==> src/design/bitmap_glyph_row_renderer_defines.svh <==
// ---------------------------------------------------------------------------
// Glyph row renderer assertion macros
// Concurrent assertion helpers used by the renderer top-level RTL file.
// ---------------------------------------------------------------------------
`ifndef BITMAP_GLYPH_ROW_RENDERER_DEFINES_SVH
`define BITMAP_GLYPH_ROW_RENDERER_DEFINES_SVH

`ifndef ASSERT_OFF
// Same-cycle implication.
`define BGR_ASSERT_IMP(lbl, clk, rst, ante, cons) \
   lbl: assert property (@(posedge clk) disable iff (rst) (ante) |-> (cons)) \
      else $error("%m: check failed");
// Next-cycle implication.
`define BGR_ASSERT_NXT(lbl, clk, rst, ante, cons) \
   lbl: assert property (@(posedge clk) disable iff (rst) (ante) |=> (cons)) \
      else $error("%m: check failed");
`else
`define BGR_ASSERT_IMP(lbl, clk, rst, ante, cons)
`define BGR_ASSERT_NXT(lbl, clk, rst, ante, cons)
`endif

`endif

==> src/design/bgr_pkg.sv <==
// ---------------------------------------------------------------------------
// Glyph row renderer package
// Shared constants, register map, configuration struct and helper functions.
// ---------------------------------------------------------------------------
`default_nettype none

package bgr_pkg;

   localparam int MAX_GLYPH_ROWS  = 16;
   localparam int CHAR_CODES      = 256;
   localparam int COORD_BITS      = 16;
   localparam int STORE_DEPTH     = CHAR_CODES * MAX_GLYPH_ROWS;
   localparam int STORE_ADDR_BITS = $clog2(STORE_DEPTH);
   localparam int ROW_BITS        = $clog2(MAX_GLYPH_ROWS);
   localparam int WIDTH_BITS      = 4;
   localparam int HEIGHT_BITS     = 5;
   localparam int CODE_BITS       = 8;
   localparam int GLYPH_COLS      = 8;
   localparam int CSR_ADDR_BITS   = 5;
   localparam int CSR_DATA_BITS   = 32;
   localparam int REQ_DATA_BITS   = 32;
   localparam int RSP_DATA_BITS   = 40;

   localparam logic [CODE_BITS-1:0] NEWLINE_CODE = 8'd10;
   localparam logic [CODE_BITS-1:0] TERM_CODE    = 8'd0;

   localparam logic MODE_LOAD   = 1'b0;
   localparam logic MODE_RENDER = 1'b1;

   localparam logic [2:0] REG_CLIP_LEFT    = 3'd0;
   localparam logic [2:0] REG_CLIP_TOP     = 3'd1;
   localparam logic [2:0] REG_CLIP_RIGHT   = 3'd2;
   localparam logic [2:0] REG_CLIP_BOTTOM  = 3'd3;
   localparam logic [2:0] REG_GLYPH_WIDTH  = 3'd4;
   localparam logic [2:0] REG_GLYPH_HEIGHT = 3'd5;

   typedef struct packed {
      logic [COORD_BITS-1:0]  clip_left;
      logic [COORD_BITS-1:0]  clip_top;
      logic [COORD_BITS-1:0]  clip_right;
      logic [COORD_BITS-1:0]  clip_bottom;
      logic [WIDTH_BITS-1:0]  width_eff;
      logic [HEIGHT_BITS-1:0] height_eff;
   } cfg_type;

   // Clamp a coordinate sum to the largest coordinate.
   function automatic logic [COORD_BITS-1:0] coord_sat(input logic [COORD_BITS:0] sum);
      coord_sat = sum[COORD_BITS] ? {COORD_BITS{1'b1}} : sum[COORD_BITS-1:0];
   endfunction

   function automatic logic [WIDTH_BITS-1:0] width_clamp(input logic [WIDTH_BITS-1:0] w);
      if (w == '0) begin
         width_clamp = WIDTH_BITS'(1);
      end else if (w > WIDTH_BITS'(GLYPH_COLS)) begin
         width_clamp = WIDTH_BITS'(GLYPH_COLS);
      end else begin
         width_clamp = w;
      end
   endfunction

   function automatic logic [HEIGHT_BITS-1:0] height_clamp(input logic [HEIGHT_BITS-1:0] h);
      if (h == '0) begin
         height_clamp = HEIGHT_BITS'(1);
      end else if (h > HEIGHT_BITS'(MAX_GLYPH_ROWS)) begin
         height_clamp = HEIGHT_BITS'(MAX_GLYPH_ROWS);
      end else begin
         height_clamp = h;
      end
   endfunction

endpackage

`default_nettype wire

==> src/design/bgr_csr.sv <==
// ---------------------------------------------------------------------------
// Glyph row renderer register block
// APB-style register file holding the clip rectangle and glyph size.
// ---------------------------------------------------------------------------
`default_nettype none

module bgr_csr (
   input  wire logic                               clock,
   input  wire logic                               reset,
   input  wire logic                               csr_psel,
   input  wire logic                               csr_penable,
   input  wire logic                               csr_pwrite,
   input  wire logic [bgr_pkg::CSR_ADDR_BITS-1:0]  csr_paddr,
   input  wire logic [bgr_pkg::CSR_DATA_BITS-1:0]  csr_pwdata,
   output logic      [bgr_pkg::CSR_DATA_BITS-1:0]  csr_prdata,
   output logic                                    csr_pready,
   output bgr_pkg::cfg_type                        cfg
);

   logic [bgr_pkg::COORD_BITS-1:0]  clip_left_ff, clip_left_in;
   logic [bgr_pkg::COORD_BITS-1:0]  clip_top_ff, clip_top_in;
   logic [bgr_pkg::COORD_BITS-1:0]  clip_right_ff, clip_right_in;
   logic [bgr_pkg::COORD_BITS-1:0]  clip_bottom_ff, clip_bottom_in;
   logic [bgr_pkg::WIDTH_BITS-1:0]  glyph_width_ff, glyph_width_in;
   logic [bgr_pkg::HEIGHT_BITS-1:0] glyph_height_ff, glyph_height_in;
   logic [2:0]                      reg_index;
   logic                            wr_en;

   assign csr_pready = 1'b1;
   assign reg_index  = csr_paddr[4:2];
   assign wr_en      = csr_psel && csr_penable && csr_pwrite && csr_pready;

   always_comb begin
      clip_left_in    = clip_left_ff;
      clip_top_in     = clip_top_ff;
      clip_right_in   = clip_right_ff;
      clip_bottom_in  = clip_bottom_ff;
      glyph_width_in  = glyph_width_ff;
      glyph_height_in = glyph_height_ff;
      if (wr_en) begin
         case (reg_index)
            bgr_pkg::REG_CLIP_LEFT:    clip_left_in    = csr_pwdata[15:0];
            bgr_pkg::REG_CLIP_TOP:     clip_top_in     = csr_pwdata[15:0];
            bgr_pkg::REG_CLIP_RIGHT:   clip_right_in   = csr_pwdata[15:0];
            bgr_pkg::REG_CLIP_BOTTOM:  clip_bottom_in  = csr_pwdata[15:0];
            bgr_pkg::REG_GLYPH_WIDTH:  glyph_width_in  = csr_pwdata[3:0];
            bgr_pkg::REG_GLYPH_HEIGHT: glyph_height_in = csr_pwdata[4:0];
            default: ;
         endcase
      end
   end

   always_ff @(posedge clock) begin
      if (reset) begin
         clip_left_ff    <= '0;
         clip_top_ff     <= '0;
         clip_right_ff   <= '1;
         clip_bottom_ff  <= '1;
         glyph_width_ff  <= bgr_pkg::WIDTH_BITS'(8);
         glyph_height_ff <= bgr_pkg::HEIGHT_BITS'(16);
      end else begin
         clip_left_ff    <= clip_left_in;
         clip_top_ff     <= clip_top_in;
         clip_right_ff   <= clip_right_in;
         clip_bottom_ff  <= clip_bottom_in;
         glyph_width_ff  <= glyph_width_in;
         glyph_height_ff <= glyph_height_in;
      end
   end

   always_comb begin
      case (reg_index)
         bgr_pkg::REG_CLIP_LEFT:    csr_prdata = 32'(clip_left_ff);
         bgr_pkg::REG_CLIP_TOP:     csr_prdata = 32'(clip_top_ff);
         bgr_pkg::REG_CLIP_RIGHT:   csr_prdata = 32'(clip_right_ff);
         bgr_pkg::REG_CLIP_BOTTOM:  csr_prdata = 32'(clip_bottom_ff);
         bgr_pkg::REG_GLYPH_WIDTH:  csr_prdata = 32'(glyph_width_ff);
         bgr_pkg::REG_GLYPH_HEIGHT: csr_prdata = 32'(glyph_height_ff);
         default:                   csr_prdata = '0;
      endcase
   end

   assign cfg.clip_left   = clip_left_ff;
   assign cfg.clip_top    = clip_top_ff;
   assign cfg.clip_right  = clip_right_ff;
   assign cfg.clip_bottom = clip_bottom_ff;
   assign cfg.width_eff   = bgr_pkg::width_clamp(glyph_width_ff);
   assign cfg.height_eff  = bgr_pkg::height_clamp(glyph_height_ff);

endmodule

`default_nettype wire

==> config.mk <==
export PLATFORM = sky130hd
export DESIGN_NAME = bgr_csr
export DESIGN_NICKNAME = d
export VERILOG_FILES = /design/src/design/bitmap_glyph_row_renderer_defines.svh /design/src/design/bgr_pkg.sv /design/src/design/bgr_csr.sv
export SDC_FILE = /design/constraint.sdc
export NUM_CORES = 1
export LEC_CHECK = 0
export ABC_CLOCK_PERIOD_IN_PS = 5400
export BUFFER_PORTS_ARGS = -buffer_cell sky130_fd_sc_hd__buf_2
export CAP_MARGIN = 20
export CORE_MARGIN = 10
export CORE_UTILIZATION = 53
export DETAILED_ROUTE_END_ITERATION = 8
export GPL_ROUTABILITY_DRIVEN = 0
export PLACE_DENSITY = 0.89
export SETUP_SLACK_MARGIN = 0.3
export SLEW_MARGIN = 15
export SYNTH_ARGS = -nofsm -noshare
export SYNTH_HDL_FRONTEND = slang
export SYNTH_SLANG_ARGS = --single-unit
export TNS_END_PERCENT = 1
==> constraint.sdc <==
create_clock -name clock -period 5.4 [get_ports clock]
set_clock_uncertainty 0.05 [all_clocks]
set_input_delay 1.62 -clock clock [delete_from_list [all_inputs] [get_ports clock]]
set_output_delay 1.62 -clock clock [all_outputs]
set_load 0.02 [all_outputs]
==> impl_metrics.yaml, run 1 <==
global_route:
  grt_first_pass_wirelength_mm: 15.72
  grt_pass1_vias: 3054
  grt_max_degree: 56
  grt-ovfl-total: 0
  antenna_found_initial: 0
  track_usage_pct: 17.67
clock_network:
  postCtsHoldBufs: 0
  cts_resized: 0
  cts_tree: "built"
  clk_path_buf_depth: 2
  cts_buffers: 9
  insertion_delay_ns: 0.34
  postCtsSetupBuffers: 0
  cts_max_level: 3
  cts.sinks: 73
  clk_pin_slew_ns: 0.07
  root_buffer: "clkbuf_8"
yosys:
  ys_seq_area_share_pct: 39.25
  ys_types: 31
  synthArstFlopShare_pct: 0
  synth_edf_count: 0
  synthesis.area_um2: 3724
  avgSynthCellArea_um2: 10.17
  yosys_warnings: 0
  netlist.top_cell.by_area: "dfxtp_1"
  postSynthCellCount: 366
  synth.area.top_cells: "dfxtp_1 (39%), mux2i_1 (20%), nand2b_1 (9.2%), mux4_2 (7.3%), nor2_1 (5.5%)"
  synth_flop_cell: "dfxtp_1"
  yosysTopAreaCellShare_pct: 39.25
  synth_seq_cells: 73
drt:
  first_iter_violations: 126
  vias: 2941
  postRouteAntennaNets: 0
  first_pass_iters: 5
  routedWlPerCell_um: 17.55
  avgViaCountPerCell: 5.215
  wl_mm: 9.900
  drc_errors: 0
power_and_ir_drop:
  p_sw_share_pct: 24.42
  p_clk_share_pct: 42.1
  power_switching_mw: 0.2810
  peakVddDrop_mv: 0.1793
  power_density_nw_per_um2: 259.7
  power.internal_mw: 0.8696
  power_mw: 1.151
  seq_power_share_pct: 47.4
  pwr-share-comb_pct: 10.5
  p_leak_nw: 1.944
floorplan:
  core-area_um2: 6794
  rows: 30
  start_util_pct: 54.81
  die_h_um: 103.8
  die_x_um: 103.8
  pin_count: 148
  dieArea_um2: 10780
sta:
  slew_headroom_pct: 25.66
  holdWs_ns: 0.4367
  period_share_pct: 90.74
  rsz0062_at_grt: "no"
  hold_viol: 0
  slew_viol_final: 0
  setup_tns_ns: 0
  tightestPinTransition_ns: 1.112
  fmax_ghz: 0.2041
  fin_crit_ns: 4.900
  setup_slack_ns: 0.5003
  setup_violations: 0
layout:
  nets: 505
  layout-drive-gt1-share_pct: 33.55
  antenna_cells: 0
  utilization_pct: 65.21
  num-fill-cells: 567
  area_delta_synth_final_pct: 18.99
setup_path:
  critPathArrivalTime_ns: 3.23
  path_common_cell: "buf_2"
  ff2ff_setup_slack_ns: 4.59
  crit_cells: 4
  setup.worst_path.end: "csr_prdata[15]"
  max_stage_delay_ns: 0.65
  crit_path_end_kind: "output port"
  startpoint: "csr_paddr[2]"
  crit-reg2reg-launch: "glyph_height_ff[4]$_SDFFE_PP1P_"
  r2r_end: "glyph_height_ff[4]$_SDFFE_PP1P_"
  worst-path-max-fanout: 29
  crit_slowest_cell: "buf_2"
  crit_path_start_kind: "primary input"
  crit_buf_inv: 2
  critical-path-top-delay-family: "buffers and inverters"
  critPathRequiredTime_ns: 3.73
  reg2reg_depth: 2
  cp_cell_sequence: "buf_2 -> mux4_2 -> nor2b_1 -> buf_2"
  critPathKind: "primary input to output port"
placement:
  pre_cts_ws_ns: 0.5035
  io_buffers: 112
  dp_hpwl_mm: 7.360
outcome:
  outcome: "completed"
min_path:
  hold_class: "flip-flop to flip-flop"
flow_run:
  cap_violations: 0
[worst min path at each step]
stage	start	endpoint	depth (start not counted)
floorplan	glyph_width_ff[0]$_SDFFE_PP0P_	glyph_width_ff[0]$_SDFFE_PP0P_	2
global placement	clip_left_ff[14]$_SDFFE_PP0P_	clip_left_ff[14]$_SDFFE_PP0P_	2
detailed placement	clip_left_ff[15]$_SDFFE_PP0P_	clip_left_ff[15]$_SDFFE_PP0P_	2
CTS	clip_left_ff[15]$_SDFFE_PP0P_	clip_left_ff[15]$_SDFFE_PP0P_	2
global route	clip_left_ff[15]$_SDFFE_PP0P_	clip_left_ff[15]$_SDFFE_PP0P_	2
finish	clip_left_ff[5]$_SDFFE_PP0P_	clip_left_ff[5]$_SDFFE_PP0P_	2
[power by group through the flow]
stage          clock (mW)  combinational [mW]  sequential (mW)
2_1_floorplan           0              0.0928            0.561
3_3_place_gp            0               0.118            0.557
3_5_place_dp            0               0.121            0.558
4_1_cts             0.494               0.121            0.545
5_1_grt             0.515               0.130            0.546
6_report            0.485               0.121            0.545
[synthesized netlist by cell type (2+ instances only)]
master,n
nor2b_1,17
buf_6,4
mux2i_1,75
mux2_2,7
dfxtp_1,73
a22oi_1,3
buf_4,21
conb_1,2
a21oi_1,3
clkbuf_1,16
nand2b_1,55
nor3_2,2
mux4_2,12
buf_2,2
o21ai_0,2
a221oi_1,3
nor2_1,55
[area by class of cell]
class,count,area [um2],area share [%]
Clock buffer,11,151.4,3.417
Inverter,1,3.754,0.08472
Clock inverter,5,77.57,1.751
Sequential cell,73,1461,32.98
Timing Repair Buffer,115,583.1,13.16
Multi-Input combinational cell,263,2033,45.89
Tap cell,96,120.1,2.711
[worst reg2reg max path: stages, from the launching register on]
cell,delay [ns]
dfxtp_1,0.46
nor2_1,0.10
mux2i_1,0.13
[registers in the layout (all words and copies together) (netlist names)]
| name | cells |
|---|---|
| clip_bottom_ff | 16 |
| clip_left_ff | 16 |
| clip_right_ff | 16 |
| clip_top_ff | 16 |
| glyph_height_ff | 5 |
| glyph_width_ff | 4 |
[cells by family (layout without fill, tap and decap cells)]
kind of cell           Yosys count  after routing  synth area share, %
buffers and inverters           45            132                7.829
and+or+nand+nor                139            139                20.77
DFF                             73             73                39.25
AOI/OAI and AO/OA               13             13                2.419
other                            2             17               0.2017
muxes                           94             94                29.54
[stage by stage]
stage	std cells	area, um2
2_1_floorplan	381	3780
3_3_place_gp	548	4202
3_5_place_dp	548	4202
4_1_cts	564	4431
5_1_grt	564	4431
6_report	564	4431
[cell usage in the layout, fill, tap and decap left out, types with 7 or more instances in the layout]
cell / count
buf_2: 112
mux2i_1: 75
dfxtp_1: 73
nor2_1: 55
nand2b_1: 55
nor2b_1: 17
conb_1: 17
mux4_2: 12
clkbuf_8: 11
mux2_2: 7
[metal layers]
metal | track usage (%) | up-vias | part of all wire, %
li1 | - | 1404 | -
met1 | 19.27 | 1428 | 39
met2 | 31.49 | 95 | 52
met3 | 4.709 | 14 | 7.4
met4 | 7.356 | 0 | 1.8
met5 | 0 | - | 0
No activity file was read; power rests on OpenSTA's default activity.
==> inputs of run 2 (changes only) <==
Settings changed: ABC_CLOCK_PERIOD_IN_PS 5400 to 4830, CORE_UTILIZATION 53 to 49, PLACE_DENSITY 0.89 to 0.87.
Clock period 5.4 ns to 4.83 ns, I/O delays scaled along.
==> impl_metrics.yaml, run 2 (synthesis results as in run 1) <==
clock_network:
  root_buffer: "clkbuf_8"
  clk_pin_slew_ns: 0.07
  cts.sinks: 73
  cts_resized: 0
  cts_buffers: 9
  cts_max_level: 3
  cts_tree: "built"
  postCtsSetupBuffers: 0
  insertion_delay_ns: 0.33
  postCtsHoldBufs: 0
  clk_path_buf_depth: 2
global_route:
  grt-ovfl-total: 0
  track_usage_pct: 17.21
  grt_pass1_vias: 3138
  grt_first_pass_wirelength_mm: 15.92
  antenna_found_initial: 0
  grt_max_degree: 78
layout:
  utilization_pct: 60.64
  layout_common_cells: "buf_2 (111), mux2i_1 (75), dfxtp_1 (73)"
  antenna_cells: 0
  nets: 509
  multiInputGateArea_um2: 2033
  area_delta_synth_final_pct: 19.39
  num-fill-cells: 630
  layout-drive-gt1-share_pct: 33.69
  final_common_cell: "buf_2"
  register_area_um2: 1461
drt:
  first_iter_violations: 132
  avgViaCountPerCell: 5.172
  postRouteAntennaNets: 0
  vias: 2953
  first_pass_iters: 4
  routedWlPerCell_um: 17.69
  drc_errors: 0
  wl_mm: 10.10
sta:
  fin_crit_ns: 4.357
  slew_viol_final: 0
  setup_tns_ns: 0
  rsz0062_at_grt: "no"
  fmax_ghz: 0.2295
  period_share_pct: 90.20
  tightestPinTransition_ns: 0.8654
  hold_viol: 0
  slew_headroom_pct: 42.12
  setup_slack_ns: 0.4731
  setup_violations: 0
power_and_ir_drop:
  peakVddDrop_mv: 0.1635
  p_leak_nw: 1.956
  power_density_nw_per_um2: 279.3
setup_path:
  critPathKind: "primary input to output port"
  critPathRequiredTime_ns: 3.33
  crit_path_start_kind: "primary input"
  worst-path-max-fanout: 17
  critPathArrivalTime_ns: 2.86
  crit_path_end_kind: "output port"
floorplan:
  die_x_um: 107.2
  pin_count: 148
  start_util_pct: 50.79
  die_h_um: 107.2
  rows: 31
  dieArea_um2: 11490
  core-area_um2: 7331
placement:
  io_buffers: 112
  dp_hpwl_mm: 7.624
  pre_cts_ws_ns: 0.4358
min_path:
  hold_class: "flip-flop to flip-flop"
flow_run:
  cap_violations: 0
outcome:
  outcome: "completed"
run 2: path summary, 6_finish.rpt:
path	start	end	slack [ns]	depth (start not counted)
worst min-delay path	clip_left_ff[5]$_SDFFE_PP0P_	clip_left_ff[5]$_SDFFE_PP0P_	0.44	2
worst max-delay path	csr_paddr[2]	csr_prdata[1]	0.47	5
worst max register to register	glyph_width_ff[3]$_SDFFE_PP1P_	glyph_width_ff[3]$_SDFFE_PP1P_	4.07	2
worst min register to register	clip_left_ff[5]$_SDFFE_PP0P_	clip_left_ff[5]$_SDFFE_PP0P_	0.44	2
run 2: worst max-delay path, cell delays in order:
cell and delay [ns]:
buf_2 0.47, buf_4 0.26, mux4_2 0.30, a22o_1 0.20, buf_2 0.16
run 2: through the flow:
step	instance area [um2]	total power, mW	cells	hold slack [ns]
2_1_floorplan	3780	0.7315	381	0.4086
3_3_place_gp	4235	0.7575	555	0.4175
3_5_place_dp	4235	0.7615	555	0.4280
4_1_cts	4443	1.252	571	0.4413
5_1_grt	4446	1.290	571	0.4574
6_report	4446	1.242	571	0.4376
run 2: layout make-up:
cell class                      count  area share, %
Clock inverter                      2         0.7881
Sequential cell                    73          32.87
Tap cell                           99          2.786
Timing Repair Buffer              119          13.85
Multi-Input combinational cell    263          45.74
Inverter                            1        0.08444
Clock buffer                       14          3.884
run 2: layer usage:
layer	up-vias	GRT usage, %	share of wire (%)
met4	0	6.963	1.7
met1	1423	19.30	40
met5	-	0	0
li1	1417	-	-
met2	99	30.15	51
met3	14	4.611	7.4
run 2: power by group:
group          internal (mW)  switching, mW  total, mW
registers              0.606        0.00378      0.610
logic                 0.0508         0.0870      0.138
clock network          0.281          0.213      0.494
total                  0.938          0.304       1.24
==> inputs of run 3 (changes only) <==
Settings changed: CORE_UTILIZATION 49 to 30, PLACE_DENSITY 0.87 to 0.6, REMOVE_ABC_BUFFERS set to 1.
==> impl_metrics.yaml, run 3 (synthesis results as in run 1) <==
outcome:
  outcome: "completed"
clock_network:
  cts_buffers: 9
  cts_max_level: 3
  clk_pin_slew_ns: 0.06
  insertion_delay_ns: 0.33
  cts_tree: "built"
  postCtsSetupBuffers: 0
  cts.sinks: 73
  root_buffer: "clkbuf_16"
  clk_path_buf_depth: 2
sta:
  tightestPinTransition_ns: 0.8914
  slew_viol_final: 0
  hold_viol: 0
  holdWs_ns: 0.4384
  fin_crit_ns: 4.424
  setup_violations: 0
  setup_tns_ns: 0
  fmax_ghz: 0.2260
  period_share_pct: 91.60
  setup_slack_ns: 0.4056
  rsz0062_at_grt: "yes"
  slew_headroom_pct: 40.38
drt:
  first_iter_violations: 153
  postRouteAntennaNets: 0
  drc_errors: 0
  routedWlPerCell_um: 17.00
  avgViaCountPerCell: 4.537
  first_pass_iters: 4
  wl_mm: 10.87
  vias: 2899
global_route:
  antenna_found_initial: 0
  busiest_layer: "met2"
  grt_first_pass_wirelength_mm: 17.48
  grt_util_met3_pct: 5.564
  grt-ovfl-total: 0
  grt.met2_usage_pct: 20.44
  track_usage_pct: 12.53
  met1_usage_pct: 14.62
  grt_max_degree: 38
  grt_pass1_vias: 3149
layout:
  register_area_um2: 1461
  layout-drive-gt1-share_pct: 33.76
  final_common_cell: "buf_2"
  utilization_pct: 38.03
  antenna_cells: 0
  finalInstanceArea_um2: 4587
  layout_common_cells: "buf_2 (111), mux2i_1 (75), dfxtp_1 (73)"
  nets: 509
  multiInputGateArea_um2: 2033
  num-fill-cells: 1222
  area_delta_synth_final_pct: 23.19
min_path:
  holdCritStartpoint: "clip_top_ff[7]$_SDFFE_PP0P_"
  min_path_cells: 2
  hold_class: "flip-flop to flip-flop"
  whs_endpoint: "clip_top_ff[7]$_SDFFE_PP0P_"
floorplan:
  rows: 40
  start_util_pct: 30.87
  dieArea_um2: 17270
  core-area_um2: 12060
  die_x_um: 131.4
  die_h_um: 131.4
  pin_count: 148
setup_path:
  r2r_end: "glyph_height_ff[4]$_SDFFE_PP1P_"
  crit_path_end_kind: "output port"
  crit-reg2reg-launch: "glyph_height_ff[4]$_SDFFE_PP1P_"
  reg2reg_depth: 2
  critPathRequiredTime_ns: 3.33
  worst-path-max-fanout: 16
  crit_path_start_kind: "primary input"
  critPathArrivalTime_ns: 2.93
  critPathKind: "primary input to output port"
  ff2ff_setup_slack_ns: 4.08
placement:
  dp_hpwl_mm: 8.091
  pre_cts_ws_ns: 0.3637
  io_buffers: 112
  dpl_cell_area_um2: 4322
flow_run:
  cap_violations: 0
power_and_ir_drop:
  p_leak_nw: 1.984
  peakVddDrop_mv: 0.2213
  power_density_nw_per_um2: 293.3
[run 3: how the worst max path moves through the flow]
stage               endpoint          from  cells past startpoint
2_1_floorplan  csr_prdata[0]  csr_paddr[3]                      3
3_3_place_gp   csr_prdata[2]  csr_paddr[4]                      5
3_5_place_dp   csr_prdata[2]  csr_paddr[4]                      5
4_1_cts        csr_prdata[2]  csr_paddr[4]                      5
5_1_grt        csr_prdata[2]  csr_paddr[4]                      5
6_report       csr_prdata[2]  csr_paddr[4]                      5
[run 3: through the flow]
step | cells | power, mW
finish | 639 | 1.345
floorplan | 337 | 0.6998
global placement | 624 | 0.7624
global route | 639 | 1.402
CTS | 639 | 1.367
detailed placement | 624 | 0.7647
[run 3: critical path, stage by stage]
cell     delay, ns
buf_2         0.24
nor2b_1       0.61
a22oi_1       0.19
a21oi_1       0.22
buf_2         0.20
[run 3: per-layer routing]
| metal | vias to the layer above | part of all wire (%) |
|---|---|---|
| met5 | - | 0 |
| met4 | 0 | 0.65 |
| met3 | 6 | 7.8 |
| met2 | 99 | 47 |
| met1 | 1383 | 44 |
| li1 | 1411 | - |
[run 3: layout make-up]
type | instances | area share [%]
clock buffers | 11 | 5.292
clock inverters | 4 | 0.4364
inverters | 1 | 0.08183
multi-input cells | 263 | 44.33
flip-flops and latches | 73 | 31.86
well taps | 168 | 4.583
repair buffers | 119 | 13.42
[run 3: timing repair]
action	CTS	global route
setup endpoints to repair	0	3
hold buffers	0	0
resized for setup	0	1
[run 3: where the power goes]
part,switching [mW],internal [mW]
Combinational,0.0893,0.0507
Sequential,0.00367,0.607
Clock,0.240,0.355
